<file path="config.mk">
export PLATFORM = sky130hd
export DESIGN_NAME = abelian_square_end_detector_top
export DESIGN_NICKNAME = d
export VERILOG_FILES = /design/src/hdl/asd_pkg.sv /design/src/hdl/asd_ram.sv /design/src/hdl/asd_datapath.sv /design/src/hdl/asd_controller.sv /design/src/hdl/abelian_square_end_detector_top.sv
export SDC_FILE = /design/constraint.sdc
export NUM_CORES = 1
export LEC_CHECK = 0
export ABC_AREA = 0
export BUFFER_PORTS_ARGS = -buffer_cell sky130_fd_sc_hd__clkbuf_2
export CAP_MARGIN = 10
export CORE_MARGIN = 5
export CORE_UTILIZATION = 55
export DETAILED_ROUTE_END_ITERATION = 8
export MAX_ROUTING_LAYER = met4
export PLACE_DENSITY = 0.71
export SYNTH_ARGS = -nofsm -noshare
export SYNTH_HDL_FRONTEND = slang
export SYNTH_HIERARCHICAL = 1
export SYNTH_SLANG_ARGS = --single-unit
</file>
<file path="constraint.sdc">
create_clock -name clk -period 11.6 [get_ports clk]
set_input_delay 1.74 -clock clk [delete_from_list [all_inputs] [get_ports clk]]
set_output_delay 1.74 -clock clk [all_outputs]
set_load 0.02 [all_outputs]
</file>
<file path="src/hdl/asd_pkg.sv">
package asd_pkg;

  // Word capacity in symbols.
  localparam int MAX_LEN = 128;

  // Physical address into the word memory.
  localparam int ADDR_W = $clog2(MAX_LEN);
  // Stored length, 0..MAX_LEN.
  localparam int LEN_W = $clog2(MAX_LEN + 1);
  // Half length of a square, 0..MAX_LEN/2.
  localparam int K_W = $clog2(MAX_LEN / 2 + 1);
  // Signed letter-count difference between the two halves, -MAX_LEN/2..MAX_LEN/2.
  localparam int DIFF_W = K_W + 1;

  // Fixed field widths of the request and result.
  localparam int HALF_W = 7;
  localparam int WLEN_W = 8;

  typedef logic [ADDR_W-1:0] addr_t;
  typedef logic [LEN_W-1:0] len_t;
  typedef logic [K_W-1:0] k_t;
  typedef logic signed [DIFF_W-1:0] diff_t;
  typedef logic [1:0] letter_t;

  typedef enum logic [1:0] {
    KIND_CLEAR   = 2'd0,
    KIND_APPEND  = 2'd1,
    KIND_PREPEND = 2'd2
  } kind_t;

  typedef struct packed {
    logic [1:0] kind;
    letter_t    symbol;
    logic       commit;
  } req_t;

  typedef struct packed {
    logic [HALF_W-1:0] square_half_length;
    logic [WLEN_W-1:0] word_length;
    logic              refused;
  } res_t;

  typedef enum logic [1:0] {
    S_IDLE,
    S_SEARCH,
    S_DRAIN,
    S_FINISH
  } state_t;

  // Controller to datapath.
  typedef struct packed {
    logic start;   // capture the request and clear the search state
    logic issue;   // read the three letters for the next half length
    logic finish;  // update the word and load the result register
  } cmd_t;

  // Datapath to controller.
  typedef struct packed {
    logic is_search;    // the incoming request needs a scan
    logic last_issue;   // the half length about to be issued is the largest one
    logic hit;          // a square has been found
    logic search_done;  // a square was found or every step has been checked
  } status_t;

endpackage

</file>
<file path="src/hdl/asd_ram.sv">
module asd_ram #(
  parameter int WIDTH = 2,
  parameter int DEPTH = 128
) (
  input  logic                     clk,
  input  logic                     we,
  input  logic [$clog2(DEPTH)-1:0] waddr,
  input  logic [WIDTH-1:0]         wdata,
  input  logic [$clog2(DEPTH)-1:0] raddr_a,
  input  logic [$clog2(DEPTH)-1:0] raddr_b,
  output logic [WIDTH-1:0]         rdata_a,
  output logic [WIDTH-1:0]         rdata_b
);

  logic [WIDTH-1:0] mem [DEPTH];

  always_ff @(posedge clk) begin
    if (we) begin
      mem[waddr] <= wdata;
    end
    rdata_a <= mem[raddr_a];
    rdata_b <= mem[raddr_b];
  end

endmodule

</file>
<file path="src/hdl/asd_datapath.sv">
module asd_datapath (
  input  logic             clk,
  input  logic             rst,
  input  asd_pkg::cmd_t    cmd,
  input  asd_pkg::req_t    req,
  output asd_pkg::status_t status,
  output asd_pkg::res_t    res
);

  localparam int POS_W = asd_pkg::LEN_W + 1;
  localparam int SUM_W = asd_pkg::ADDR_W + 1;

  typedef logic [POS_W-1:0] pos_t;

  // The word sits in a circular buffer: logical position i lives at base + i.
  function automatic asd_pkg::addr_t phys_addr(input asd_pkg::addr_t b,
                                               input asd_pkg::len_t idx);
    logic [SUM_W-1:0] sum;
    sum = {1'b0, b} + {1'b0, idx[asd_pkg::ADDR_W-1:0]};
    if (sum >= SUM_W'(asd_pkg::MAX_LEN)) begin
      sum = sum - SUM_W'(asd_pkg::MAX_LEN);
    end
    return sum[asd_pkg::ADDR_W-1:0];
  endfunction

  asd_pkg::addr_t   base;
  asd_pkg::len_t    len;
  asd_pkg::len_t    len_next;
  logic [1:0]       kind;
  asd_pkg::letter_t sym;
  logic             commit;

  asd_pkg::len_t    n;
  asd_pkg::k_t      maxk;
  asd_pkg::k_t      k;
  logic             right;
  logic             room;
  logic             ext_ok;

  pos_t             kk;
  pos_t             k2x;
  pos_t             pos [3];
  logic             is_new [3];
  asd_pkg::addr_t   raddr [3];

  logic             v1;
  asd_pkg::k_t      k1;
  logic             new1 [3];
  logic             v2;
  asd_pkg::k_t      k2;
  asd_pkg::diff_t   diffs [4];
  asd_pkg::diff_t   delta [4];
  logic             zero;
  logic             hit;
  asd_pkg::k_t      half;

  asd_pkg::letter_t a_o1, a_mid, b_o2, b_mid;
  asd_pkg::letter_t lm, lo1, lo2;

  logic             wr_en;
  asd_pkg::addr_t   waddr;
  asd_pkg::addr_t   base_dec;
  asd_pkg::addr_t   base_next;

  assign n     = len + asd_pkg::LEN_W'(1);
  assign maxk  = asd_pkg::K_W'(n >> 1);
  assign right = (kind == asd_pkg::KIND_APPEND);
  assign room  = (len < asd_pkg::LEN_W'(asd_pkg::MAX_LEN));

  // Entry 0 is the letter that moves from one half to the other; entries 1 and 2
  // are the two letters that join the far end of the square.
  always_comb begin
    kk  = POS_W'(k);
    k2x = kk << 1;
    if (right) begin
      pos[0] = POS_W'(n) - kk;
      pos[1] = POS_W'(n) - k2x + POS_W'(1);
      pos[2] = POS_W'(n) - k2x;
    end else begin
      pos[0] = kk - POS_W'(1);
      pos[1] = k2x - POS_W'(2);
      pos[2] = k2x - POS_W'(1);
    end
    for (int j = 0; j < 3; j++) begin
      if (right) begin
        is_new[j] = (pos[j] == POS_W'(len));
        raddr[j]  = phys_addr(base, asd_pkg::LEN_W'(pos[j]));
      end else begin
        is_new[j] = (pos[j] == '0);
        raddr[j]  = phys_addr(base, asd_pkg::LEN_W'(pos[j] - POS_W'(1)));
      end
    end
  end

  // Two copies of the word give three letter reads per cycle.
  asd_ram #(.WIDTH(2), .DEPTH(asd_pkg::MAX_LEN)) u_ram_a (
    .clk     (clk),
    .we      (wr_en),
    .waddr   (waddr),
    .wdata   (sym),
    .raddr_a (raddr[1]),
    .raddr_b (raddr[0]),
    .rdata_a (a_o1),
    .rdata_b (a_mid)
  );

  asd_ram #(.WIDTH(2), .DEPTH(asd_pkg::MAX_LEN)) u_ram_b (
    .clk     (clk),
    .we      (wr_en),
    .waddr   (waddr),
    .wdata   (sym),
    .raddr_a (raddr[2]),
    .raddr_b (raddr[0]),
    .rdata_a (b_o2),
    .rdata_b (b_mid)
  );

  assign lm  = new1[0] ? sym : a_mid;
  assign lo1 = new1[1] ? sym : a_o1;
  assign lo2 = new1[2] ? sym : b_o2;

  always_comb begin
    for (int c = 0; c < 4; c++) begin
      delta[c] = ((lm == 2'(c)) ? asd_pkg::diff_t'(2) : asd_pkg::diff_t'(0))
               - ((lo1 == 2'(c)) ? asd_pkg::diff_t'(1) : asd_pkg::diff_t'(0))
               - ((lo2 == 2'(c)) ? asd_pkg::diff_t'(1) : asd_pkg::diff_t'(0));
    end
  end

  assign zero = (diffs[0] == '0) && (diffs[1] == '0) && (diffs[2] == '0) && (diffs[3] == '0);

  // Word update at the end of an item.
  always_comb begin
    ext_ok   = ((kind == asd_pkg::KIND_APPEND) || (kind == asd_pkg::KIND_PREPEND)) && room;
    wr_en    = cmd.finish && ext_ok && commit;
    base_dec = (base == '0) ? asd_pkg::ADDR_W'(asd_pkg::MAX_LEN - 1)
                            : base - asd_pkg::ADDR_W'(1);
    waddr    = right ? phys_addr(base, len) : base_dec;
    base_next = (wr_en && !right) ? base_dec : base;
    if (kind == asd_pkg::KIND_CLEAR) begin
      len_next = '0;
    end else if (ext_ok && commit) begin
      len_next = len + asd_pkg::LEN_W'(1);
    end else begin
      len_next = len;
    end
  end

  always_ff @(posedge clk) begin
    if (rst) begin
      base <= '0;
      len  <= '0;
      k    <= '0;
      v1   <= 1'b0;
      v2   <= 1'b0;
      hit  <= 1'b0;
    end else begin
      if (cmd.start) begin
        k   <= asd_pkg::K_W'(1);
        v1  <= 1'b0;
        v2  <= 1'b0;
        hit <= 1'b0;
      end else begin
        v1 <= cmd.issue;
        v2 <= v1;
        if (cmd.issue) begin
          k <= k + asd_pkg::K_W'(1);
        end
        if (v2 && zero && !hit) begin
          hit <= 1'b1;
        end
      end
      if (cmd.finish) begin
        len  <= len_next;
        base <= base_next;
      end
    end
  end

  always_ff @(posedge clk) begin
    k1 <= k;
    k2 <= k1;
    for (int j = 0; j < 3; j++) begin
      new1[j] <= is_new[j];
    end
    if (cmd.start) begin
      kind   <= req.kind;
      sym    <= req.symbol;
      commit <= req.commit;
      half   <= '0;
      for (int c = 0; c < 4; c++) begin
        diffs[c] <= '0;
      end
    end else begin
      if (v1) begin
        for (int c = 0; c < 4; c++) begin
          diffs[c] <= diffs[c] + delta[c];
        end
      end
      if (v2 && zero && !hit) begin
        half <= k2;
      end
    end
    if (cmd.finish) begin
      res.square_half_length <= asd_pkg::HALF_W'(half);
      res.word_length        <= asd_pkg::WLEN_W'(len_next);
      res.refused            <= ((kind == asd_pkg::KIND_APPEND) ||
                                 (kind == asd_pkg::KIND_PREPEND)) && !room;
    end
  end

  always_comb begin
    status.is_search   = ((req.kind == asd_pkg::KIND_APPEND) ||
                          (req.kind == asd_pkg::KIND_PREPEND)) && room && (maxk != '0);
    status.last_issue  = (k == maxk);
    status.hit         = hit;
    status.search_done = hit || (!v1 && !v2);
  end

`ifndef SYNTHESIS
  a_len_bound: assert property (@(posedge clk) disable iff (rst)
    len <= asd_pkg::LEN_W'(asd_pkg::MAX_LEN))
    else $error("stored length exceeds the word capacity");

  a_base_bound: assert property (@(posedge clk) disable iff (rst)
    {1'b0, base} < SUM_W'(asd_pkg::MAX_LEN))
    else $error("circular buffer base out of range");

  a_copies_agree: assert property (@(posedge clk) disable iff (rst)
    (v1 && !new1[0]) |-> (a_mid == b_mid))
    else $error("the two word copies disagree");

  a_first_hit: assert property (@(posedge clk) disable iff (rst)
    (v2 && zero && !hit && !cmd.start) |=> (hit && (half == $past(k2))))
    else $error("smallest square half length not captured");
`endif

endmodule

</file>
<file path="src/hdl/asd_controller.sv">
module asd_controller (
  input  logic             clk,
  input  logic             rst,
  input  logic             req_valid,
  input  logic             res_ready,
  input  asd_pkg::status_t status,
  output logic             req_ready,
  output logic             res_valid,
  output asd_pkg::cmd_t    cmd
);

  asd_pkg::state_t state, state_next;

  always_ff @(posedge clk) begin
    if (rst) begin
      state     <= asd_pkg::S_IDLE;
      res_valid <= 1'b0;
    end else begin
      state <= state_next;
      if (cmd.finish) begin
        res_valid <= 1'b1;
      end else if (res_ready) begin
        res_valid <= 1'b0;
      end
    end
  end

  always_comb begin
    state_next = state;
    cmd        = '0;
    req_ready  = 1'b0;
    unique case (state)
      asd_pkg::S_IDLE: begin
        req_ready = 1'b1;
        if (req_valid) begin
          cmd.start  = 1'b1;
          state_next = status.is_search ? asd_pkg::S_SEARCH : asd_pkg::S_FINISH;
        end
      end
      asd_pkg::S_SEARCH: begin
        if (status.hit) begin
          state_next = asd_pkg::S_FINISH;
        end else begin
          cmd.issue = 1'b1;
          if (status.last_issue) begin
            state_next = asd_pkg::S_DRAIN;
          end
        end
      end
      asd_pkg::S_DRAIN: begin
        if (status.search_done) begin
          state_next = asd_pkg::S_FINISH;
        end
      end
      asd_pkg::S_FINISH: begin
        if (!res_valid || res_ready) begin
          cmd.finish = 1'b1;
          state_next = asd_pkg::S_IDLE;
        end
      end
      default: state_next = asd_pkg::S_IDLE;
    endcase
  end

endmodule

</file>
<file path="src/hdl/abelian_square_end_detector_top.sv">
// Abelian square end detector.
// A request on the req channel (req_valid/req_ready, payload req) clears the
// stored word, appends a letter at its right end or prepends one at its left end.
// For every request exactly one result leaves on the res channel
// (res_valid/res_ready, payload res): the smallest half length of an abelian
// square at the extended end, the stored length afterwards and a refused flag.
// A clear, an unused kind, a refused extension or an extension of an empty
// word skips the scan and goes from acceptance straight to the finish step,
// which loads the result register; the controller then returns to idle.
// An extension scans half lengths 1 up to (length+1)/2, one half length per
// cycle, and stops at the first square. The scan rate is set by the three
// letter reads each step needs, served by two copies of the word memory with
// two read ports each. One request is worked on at a time.
// Reset empties the word; the memory itself is not cleared and needs no pass.
// When the receiver stalls, the finished result waits in the output register,
// and the block still accepts and processes the next request, holding its
// result back until the previous one has been taken.
module abelian_square_end_detector_top (
  input  logic          clk,
  input  logic          rst,
  input  logic          req_valid,
  output logic          req_ready,
  input  asd_pkg::req_t req,
  output logic          res_valid,
  input  logic          res_ready,
  output asd_pkg::res_t res
);

  // Command and status between the sequencer and the datapath.
  asd_pkg::cmd_t    cmd;
  asd_pkg::status_t status;

  // The controller owns the handshakes and the scan sequencing.
  asd_controller u_ctrl (
    .clk       (clk),
    .rst       (rst),
    .req_valid (req_valid),
    .res_ready (res_ready),
    .status    (status),
    .req_ready (req_ready),
    .res_valid (res_valid),
    .cmd       (cmd)
  );

  // The datapath holds the word in a circular buffer so that a prepend only
  // moves the base pointer, and keeps four running letter-count differences
  // that are updated incrementally as the half length grows.
  asd_datapath u_dp (
    .clk    (clk),
    .rst    (rst),
    .cmd    (cmd),
    .req    (req),
    .status (status),
    .res    (res)
  );

endmodule
</file>
# Word-level counts from Yosys, hierarchy flattened
# Memories as Yosys holds them, arrays and structs flattened. A register that Yosys moved wholly into a read port is not among the register bits.
# Index checks and enable logic that the tools add are counted.
word_totals:
  reg_bits: 70
  ramBits: 547
  in_bits: 9
  output_inout_bits: 18
  elab_cells: 201
  n_memories: 4
op_classes:
  n_addsub: 38
  order_cmp: 8
  n_eq_ne: 24
  muxes: 62
  n_bitwise: 4
  n_reduce_logical: 43
memory_table:
  columns: ["memory", "depth", "width", "read_ports", "rd_ports_with_merged_regs", "write_ports", "line_no", "rtl"]
  rows:
  - ["u_dp.u_ram_a.mem", 128, 2, 2, 2, 1, "asd_ram.sv:15", "logic [WIDTH-1:0] mem [DEPTH];"]
  - ["u_dp.u_ram_b.mem", 128, 2, 1, 1, 1, "asd_ram.sv:15", null]
  - ["u_dp.diffs", 4, 8, 4, 0, 4, "asd_datapath.sv:51", "asd_pkg::diff_t diffs [4];"]
  - ["u_dp.new1", 3, 1, 3, 0, 3, "asd_datapath.sv:48", "logic new1 [3];"]
ops:
  columns: ["cell", "count"]
  rows:
  - ["two-way mux 7 bit", 12]
  - ["subtractor 7 x 1 -> 7 bit, second input constant", 11]
  - ["subtractor 8 bit", 8]
  - ["adder 7 x 7 -> 8 bit", 7]
  - ["greater-or-equal comparator 8 bit, second input constant", 7]
  - ["two-way mux 8 bit", 6]
  - ["adder 8 bit", 4]
  - ["logical NOT 8 bit", 4]
  - ["two-way mux 1 bit", 29]
  - ["equality test 9 x 8 -> 1 bit", 3]
  - ["logical NOT 9 bit", 3]
  - ["two-way mux 27 bit", 1]
  - ["two-way mux 2 bit", 13]
  - ["equality test 2 bit, second input constant", 10]
  - ["logical AND 1 bit", 14]
  - ["equality test 2 x 1 -> 1 bit, second input constant", 6]
  - ["logical NOT 2 bit", 5]
  - ["adder 9 x 1 -> 9 bit, second input constant", 1]
  - ["subtractor 8 x 1 -> 9 bit, second input constant", 1]
  - ["subtractor 8 x 2 -> 9 bit, second input constant", 1]
  - ["subtractor 8 x 7 -> 9 bit", 1]
  - ["subtractor 8 x 8 -> 9 bit", 1]
  - ["adder 8 x 1 -> 8 bit, second input constant", 1]
  - ["< comparator 8 bit, second input constant", 1]
  - ["other kinds (16)", 29]

# Logic depth before layout (Yosys ltp)
# Gate-level depths: netlist (run 1).
logic_depth:
  depth_word: 9
  depth_mapped: 21
  depth_no_buf: 20

# Hierarchy
# Netlist (run 1), hierarchy kept.
by_module_without_submodules:
  columns: ["mod", "n_inst", "cells_per_inst", "area_each_um2", "seq_area_each_um2"]
  rows:
  - ["asd_ram", 2, 783, 12786.0, 7767.4]
  - ["asd_datapath", 1, 944, 8280.4, 2572.5]
  - ["asd_controller", 1, 30, 261.5, 60.1]

# Worst setup path after synthesis (run 1)
# Ideal clock, no wire load.
synth_path:
  path_kind: "flip-flop to flip-flop"
  startpoint: "register u_dp.sym[0]"
  endpoint: "memory u_dp/diffs[0][7] in the netlist's numbering (data pin)"
  setup_ns: 0.266
  arrival_time_ns: 5.966
  required_ns: 11.334
  slack_ns: 5.368
  path_stages_with_launch: 15
  n_path_buf: 0
  synth_period_minus_slack_ns: 6.232
  path_cell_list: "edfxtp_1 -> nor2_1 -> a22o_1 -> ha_1 -> ha_1 -> inv_1 -> ha_1 -> a21o_1 -> a21oi_1 -> o21bai_1 -> a21oi_1 -> o21bai_1 -> a21oi_1 -> xnor2_1 -> nor2_1"
synth_lines:
  columns: ["element", "line_no", "rtl"]
  rows:
  - ["start: declaration", "asd_datapath.sv:30", "asd_pkg::letter_t sym;"]
  - ["start signal: assignment", "asd_datapath.sv:188", "sym <= req.symbol;"]
  - ["end: declaration", "asd_datapath.sv:51", null]

==> results of run 1 <==
[routing by layer]
layer | share of wire, % | track usage (%) | wire [µm]
met1 | 40 | 31.9 | 29500
met2 | 49 | 38.3 | 35900
met3 | 8.1 | 3.68 | 5980
met4 | 2.8 | 7.13 | 2070
met5 | 0 | - | 0
[sequential cells by signal, summed over array words and instances, names as in the netlist, 3 cells and up]
signal            flops
u_dp/k1               7
u_dp/u_ram_a/mem    256
u_dp/new1             3
u_dp/u_ram_b/mem    256
u_dp/k                7
u_dp/len              8
u_dp/res             16
u_dp/half             7
u_dp/k2               7
u_dp/diffs           32
u_dp/base             7
[power by group through the flow]
stage	registers, mW	logic [mW]	clock network, mW
after CTS	2.72	4.32	2.09
after detailed placement	2.76	4.29	0
final	2.72	4.34	2.06
after floorplan	2.81	3.23	0
after global routing	2.73	4.71	2.20
after global placement	2.76	4.16	0
[layout make-up]
class | instances | area [µm²] | share of cell area (%)
repair buffers | 46 | 305 | 0.877
well taps | 765 | 957 | 2.75
inverters | 135 | 507 | 1.46
flip-flops and latches | 623 | 18100 | 52.0
clock inverters | 34 | 279 | 0.801
multi-input cells | 1480 | 12800 | 36.8
clock buffers | 84 | 1840 | 5.27
[metrics by stage]
step | setup slack (ps) | power (mW) | std cells | util [%] | instance area (µm²)
4_1_cts | 5950 | 9.13 | 3167 | 60.5 | 34800
3_3_place_gp | 6090 | 6.92 | 3049 | 56.8 | 32700
5_1_grt | 5500 | 9.63 | 3167 | 60.5 | 34800
2_1_floorplan | 5370 | 6.04 | 2368 | - | 31900
3_5_place_dp | 5990 | 7.05 | 3049 | 56.8 | 32700
6_report | 5910 | 9.11 | 3167 | 60.5 | 34800
[worst max-delay path by stage]
stage | start | to | slack, ps | cells after the start
after floorplan | u_dp/sym[0]$_DFFE_PP_ | u_dp/diffs[0][7]$_SDFFCE_PN0P_ | 5370 | 14
after global placement | u_dp/len[0]$_SDFFE_PP0P_ | u_dp/u_ram_a/rdata_a[0]$_DFF_P_ | 6090 | 16
after detailed placement | u_dp/len[0]$_SDFFE_PP0P_ | u_dp/u_ram_a/rdata_a[1]$_DFF_P_ | 5990 | 16
after CTS | u_dp/len[0]$_SDFFE_PP0P_ | u_dp/u_ram_a/rdata_a[1]$_DFF_P_ | 5950 | 16
after global routing | u_dp/len[0]$_SDFFE_PP0P_ | u_dp/u_ram_a/rdata_a[0]$_DFF_P_ | 5500 | 16
final | u_dp/len[0]$_SDFFE_PP0P_ | u_dp/u_ram_a/rdata_a[1]$_DFF_P_ | 5910 | 16
[worst reg2reg max path: stages (launching register included)]
cell,delay (ps)
dfxtp_1,630
ha_1,290
xor2_1,310
inv_1,110
fa_1,530
or3_1,390
a31oi_1,330
nand3_1,160
xnor2_1,180
nor2_1,50
a21oi_1,170
ha_1,300
xnor2_2,750
mux4_2,630
o22ai_1,150
nor3_1,60
or4_1,530
==> flow_summary.json, run 1 <==
{
  "drv_slew": 119,
  "cts_tree": "built",
  "power.density_nw_per_um2": 262,
  "clk_pin_slew_ps": 60,
  "clock_path_buffers": 3,
  "rr_worst_depth": 16,
  "grt_pass1_vias": 20153,
  "rsz0062_at_grt": "false",
  "fin_skew_ps": 27.2,
  "avgSynthCellArea_um2": 13.5,
  "postSynthCellCount": 2368,
  "startpoint_type": "flop",
  "io_pins": 27,
  "die_h_um": 251,
  "final-hold-violation-count": 0,
  "cpMostUsedCell": "ha_1",
  "die_w_um": 251,
  "slew_headroom_pct": -12.6,
  "postRouteAntennaNets": 0,
  "r2r_slack_ps": 5910,
  "critPathKind": "reg2reg",
  "end_kind": "flop",
  "setup_viol": 0,
  "core_um2": 57600,
  "pwr-share-comb_pct": 47.6,
  "ys_warn_count": 6,
  "status": "complete, but fails checks",
  "final.fill_count": 4288,
  "p_switching_mw": 3.35,
  "vias_per_cell": 6.30,
  "dp_hpwl_um": 47400,
  "violations": "max-slew violations",
  "grt_first_pass_wirelength_um": 115000,
  "rr_endpoint": "u_dp/u_ram_a/rdata_a[1]$_DFF_P_",
  "drc": 0,
  "max_stage_delay_ps": 750,
  "post_drt_wl_per_cell_um": 23.2,
  "drt_iter0_markers": 1975,
  "htreeDepth": 3,
  "final_cell_mix": "565 x edfxtp_1, 356 x nor2_1, 147 x mux4_2",
  "syn-num-nets": 2498,
  "period_minus_slack_ps": 5690,
  "holdBufCountCts": 0,
  "cp_num_buf_inv": 1,
  "portBuffers": 26,
  "nets": 2482,
  "num_antenna_cells": 0,
  "seqPwrFrac_pct": 29.9,
  "peakVddDrop_mv": 0.171,
  "drv_cap": 0,
  "period_share_pct": 49.0,
  "root_buffer": "clkbuf_16",
  "overflow": 0,
  "track_usage_pct": 23.8,
  "syn_area_um2": 31900,
  "drive_gt1_share_pct": 14.4,
  "slowest_stage": "xnor2_2",
  "die_area_um2": 63000,
  "start_util_pct": 55.5,
  "grt_max_degree": 263,
  "r2r-start": "u_dp/len[0]$_SDFFE_PP0P_",
  "internal_power_mw": 5.76,
  "drt_wl_total_um": 73500,
  "vias": 19954,
  "finalSetupTns_ps": 0,
  "area_growth_pct": 9.05,
  "hp-class": "reg2reg",
  "p_leak_nw": 11.9,
  "fmax_ghz": 0.176,
  "worstPathCellList": "ha_1 > xor2_1 > inv_1 > fa_1 > or3_1 > a31oi_1 > nand3_1 > xnor2_1 > nor2_1 > a21oi_1 > ha_1 > xnor2_2 > mux4_2 > o22ai_1 > nor3_1 > or4_1",
  "postCtsSetupRepairBufs": 0,
  "min_to": "u_dp/k2[1]$_DFF_P_",
  "max_slew.worst_pin.slew_ps": 1690,
  "whs_ps": 322,
  "antenna_found_initial": 0,
  "cts_inserted_buffers": 66,
  "critical_path_arrival_ps": 6150,
  "num_rows": 88,
  "dr.pass1.iters": 5,
  "clkLatencyLatePin_ps": 590,
  "cts_resized": 0,
  "required_ps": 12060,
  "p_sw_share_pct": 36.8,
  "crit_fanout": 13,
  "finalWeightedCongestion": 0.908,
  "hold_start": "u_dp/k1[1]$_DFF_P_",
  "cpLargestDelayFamily": "XOR/XNOR gates",
  "min_path_cells": 0,
  "layout_commonest_cell": "edfxtp_1",
  "clkPwrFrac_pct": 22.6,
  "cts.sinks": 623
}
(Power assumes the default switching activity.)
==> inputs of run 2 (changes only) <==
--- a/config.mk
+++ b/config.mk
@@ -5,7 +5,7 @@
 export SDC_FILE = /design/constraint.sdc
 export NUM_CORES = 1
 export LEC_CHECK = 0
-export ABC_AREA = 0
+export ABC_AREA = 1
 export BUFFER_PORTS_ARGS = -buffer_cell sky130_fd_sc_hd__clkbuf_2
 export CAP_MARGIN = 10
 export CORE_MARGIN = 5
==> constraint.sdc (replaced) <==
create_clock -name clk -period 5.8 [get_ports clk]
set_input_delay 0.87 -clock clk [delete_from_list [all_inputs] [get_ports clk]]
set_output_delay 0.87 -clock clk [all_outputs]
set_load 0.02 [all_outputs]
==> flow_summary.json, run 2 <==
{
  "slowest_stage": "inv_1",
  "drive_gt1_share_pct": 7.70,
  "worst-path-stages": 19,
  "ys_warn_count": 6,
  "p_sw_share_pct": 45.3,
  "required_ps": 6380,
  "worstPathCellList": "ha_1 > xor2_1 > inv_1 > fa_1 > nor2_1 > nand2_2 > nand2_1 > a21oi_1 > ha_1 > xor2_4 > inv_1 > nand3_1 > nand3_1 > nand2_1 > nand2_1 > nand3_1 > nand2_1 > nand2_1 > nand2_1",
  "p_leak_nw": 14.5,
  "final.fill_count": 5103,
  "critPathKind": "reg2reg",
  "antenna_found_initial": 2,
  "overflow": 0,
  "dp_worst_setup_slack_ps": 1160,
  "startpoint_type": "flop",
  "die_w_um": 257,
  "io_pins": 27,
  "peakVddDrop_mv": 0.487,
  "whs_ps": 327,
  "area_growth_pct": 8.82,
  "htreeDepth": 3,
  "avgSynthCellArea_um2": 8.83,
  "hp-class": "reg2reg",
  "period_minus_slack_ps": 4740,
  "fmax_ghz": 0.211,
  "cts_inserted_buffers": 67,
  "clkPwrFrac_pct": 21.4,
  "num_rows": 90,
  "setup_viol": 0,
  "die_h_um": 257,
  "crit_fanout": 29,
  "drt_wl_total_um": 87100,
  "finalWeightedCongestion": 0.935,
  "start_util_pct": 55.5,
  "root_buffer": "clkbuf_16",
  "cts_tree": "built",
  "fin_ws_ps": 1060,
  "clock_path_buffers": 3,
  "nets": 3869,
  "clk_pin_slew_ps": 60,
  "seqPwrFrac_pct": 26.4,
  "top_regs": "u_dp/u_ram_a/mem x256, u_dp/u_ram_b/mem x256, u_dp/diffs x32",
  "p_switching_mw": 9.28,
  "post_drt_wl_per_cell_um": 19.0,
  "postRouteAntennaNets": 0,
  "final-hold-violation-count": 0,
  "syn-num-nets": 3925,
  "status": "finished clean",
  "track_usage_pct": 26.7,
  "drc": 0,
  "grt_max_degree": 97,
  "cts.sinks": 623,
  "fin_skew_ps": 47.7,
  "period_share_pct": 81.7,
  "clkLatencyLatePin_ps": 640,
  "critical_path_arrival_ps": 5320,
  "max_slew.worst_pin.slew_ps": 1290,
  "layout_commonest_cell": "nand2_1",
  "portBuffers": 26,
  "rsz0062_at_grt": "false",
  "vias_per_cell": 5.78,
  "drt_iter0_markers": 2716,
  "drv_cap": 0,
  "grt_first_pass_wirelength_um": 137000,
  "postCtsSetupRepairBufs": 0,
  "rr_worst_depth": 19,
  "dr.pass1.iters": 6,
  "slew_headroom_pct": 14.2,
  "die_area_um2": 65900,
  "syn_area_um2": 33500,
  "drv_slew": 0,
  "pwr-share-comb_pct": 52.2,
  "cpMostUsedCell": "nand2_1",
  "cp_num_buf_inv": 2,
  "cpLargestDelayFamily": "simple AND/OR/NAND/NOR gates",
  "internal_power_mw": 11.2,
  "holdBufCountCts": 0,
  "postSynthCellCount": 3795,
  "core_um2": 60400,
  "max_stage_delay_ps": 930,
  "cts_resized": 0,
  "power.density_nw_per_um2": 562,
  "grt_pass1_vias": 25086,
  "final_cell_mix": "1,103 x nand2_1, 738 x nand3_1, 565 x edfxtp_1",
  "end_kind": "flop",
  "vias": 26434,
  "dp_hpwl_um": 53800,
  "min_path_cells": 0
}
-- run 2: per-layer routing --
| metal | wire length (µm) | part of all wire [%] | GRT usage (%) |
|---|---|---|---|
| met3 | 7580 | 8.7 | 4.60 |
| met1 | 34900 | 40 | 34.3 |
| met2 | 41500 | 48 | 42.7 |
| met5 | 0 | 0 | - |
| met4 | 3140 | 3.6 | 10.2 |
-- run 2: cell type report --
class	count	area, µm²	share of cell area, %
diodes	1	2.50	0.00687
clock buffers	82	1750	4.81
clock inverters	41	522	1.43
inverters	293	1100	3.03
multi-input cells	2685	13500	37.0
flip-flops and latches	623	18100	49.7
well taps	782	978	2.68
repair buffers	69	478	1.31
-- run 2: worst paths after layout --
check        slack, ps                              end                startpoint
max               1060  u_dp/u_ram_a/rdata_a[0]$_DFF_P_  u_dp/len[0]$_SDFFE_PP0P_
min                330               u_dp/k2[2]$_DFF_P_        u_dp/k1[2]$_DFF_P_
max reg2reg       1060  u_dp/u_ram_a/rdata_a[0]$_DFF_P_  u_dp/len[0]$_SDFFE_PP0P_
min reg2reg        330               u_dp/k2[2]$_DFF_P_        u_dp/k1[2]$_DFF_P_
-- run 2: power groups by stage --
stage	logic [mW]	clock network (mW)	registers, mW
3_5_place_dp	10.5	0	5.50
6_report	10.7	4.38	5.41
3_3_place_gp	10.4	0	5.50
2_1_floorplan	7.76	0	5.58
5_1_grt	11.8	4.66	5.42
4_1_cts	10.6	4.46	5.41
-- run 2: per-stage QoR --
step	utilization (%)	cells	area, µm²	setup TNS, ps	power, mW
3_5_place_dp	56.6	4452	34200	0	16.0
3_3_place_gp	56.6	4452	34200	0	15.9
6_report	60.4	4576	36400	0	20.5
5_1_grt	60.4	4576	36400	0	21.9
2_1_floorplan	-	3795	33700	-474	13.3
4_1_cts	60.4	4575	36400	0	20.4
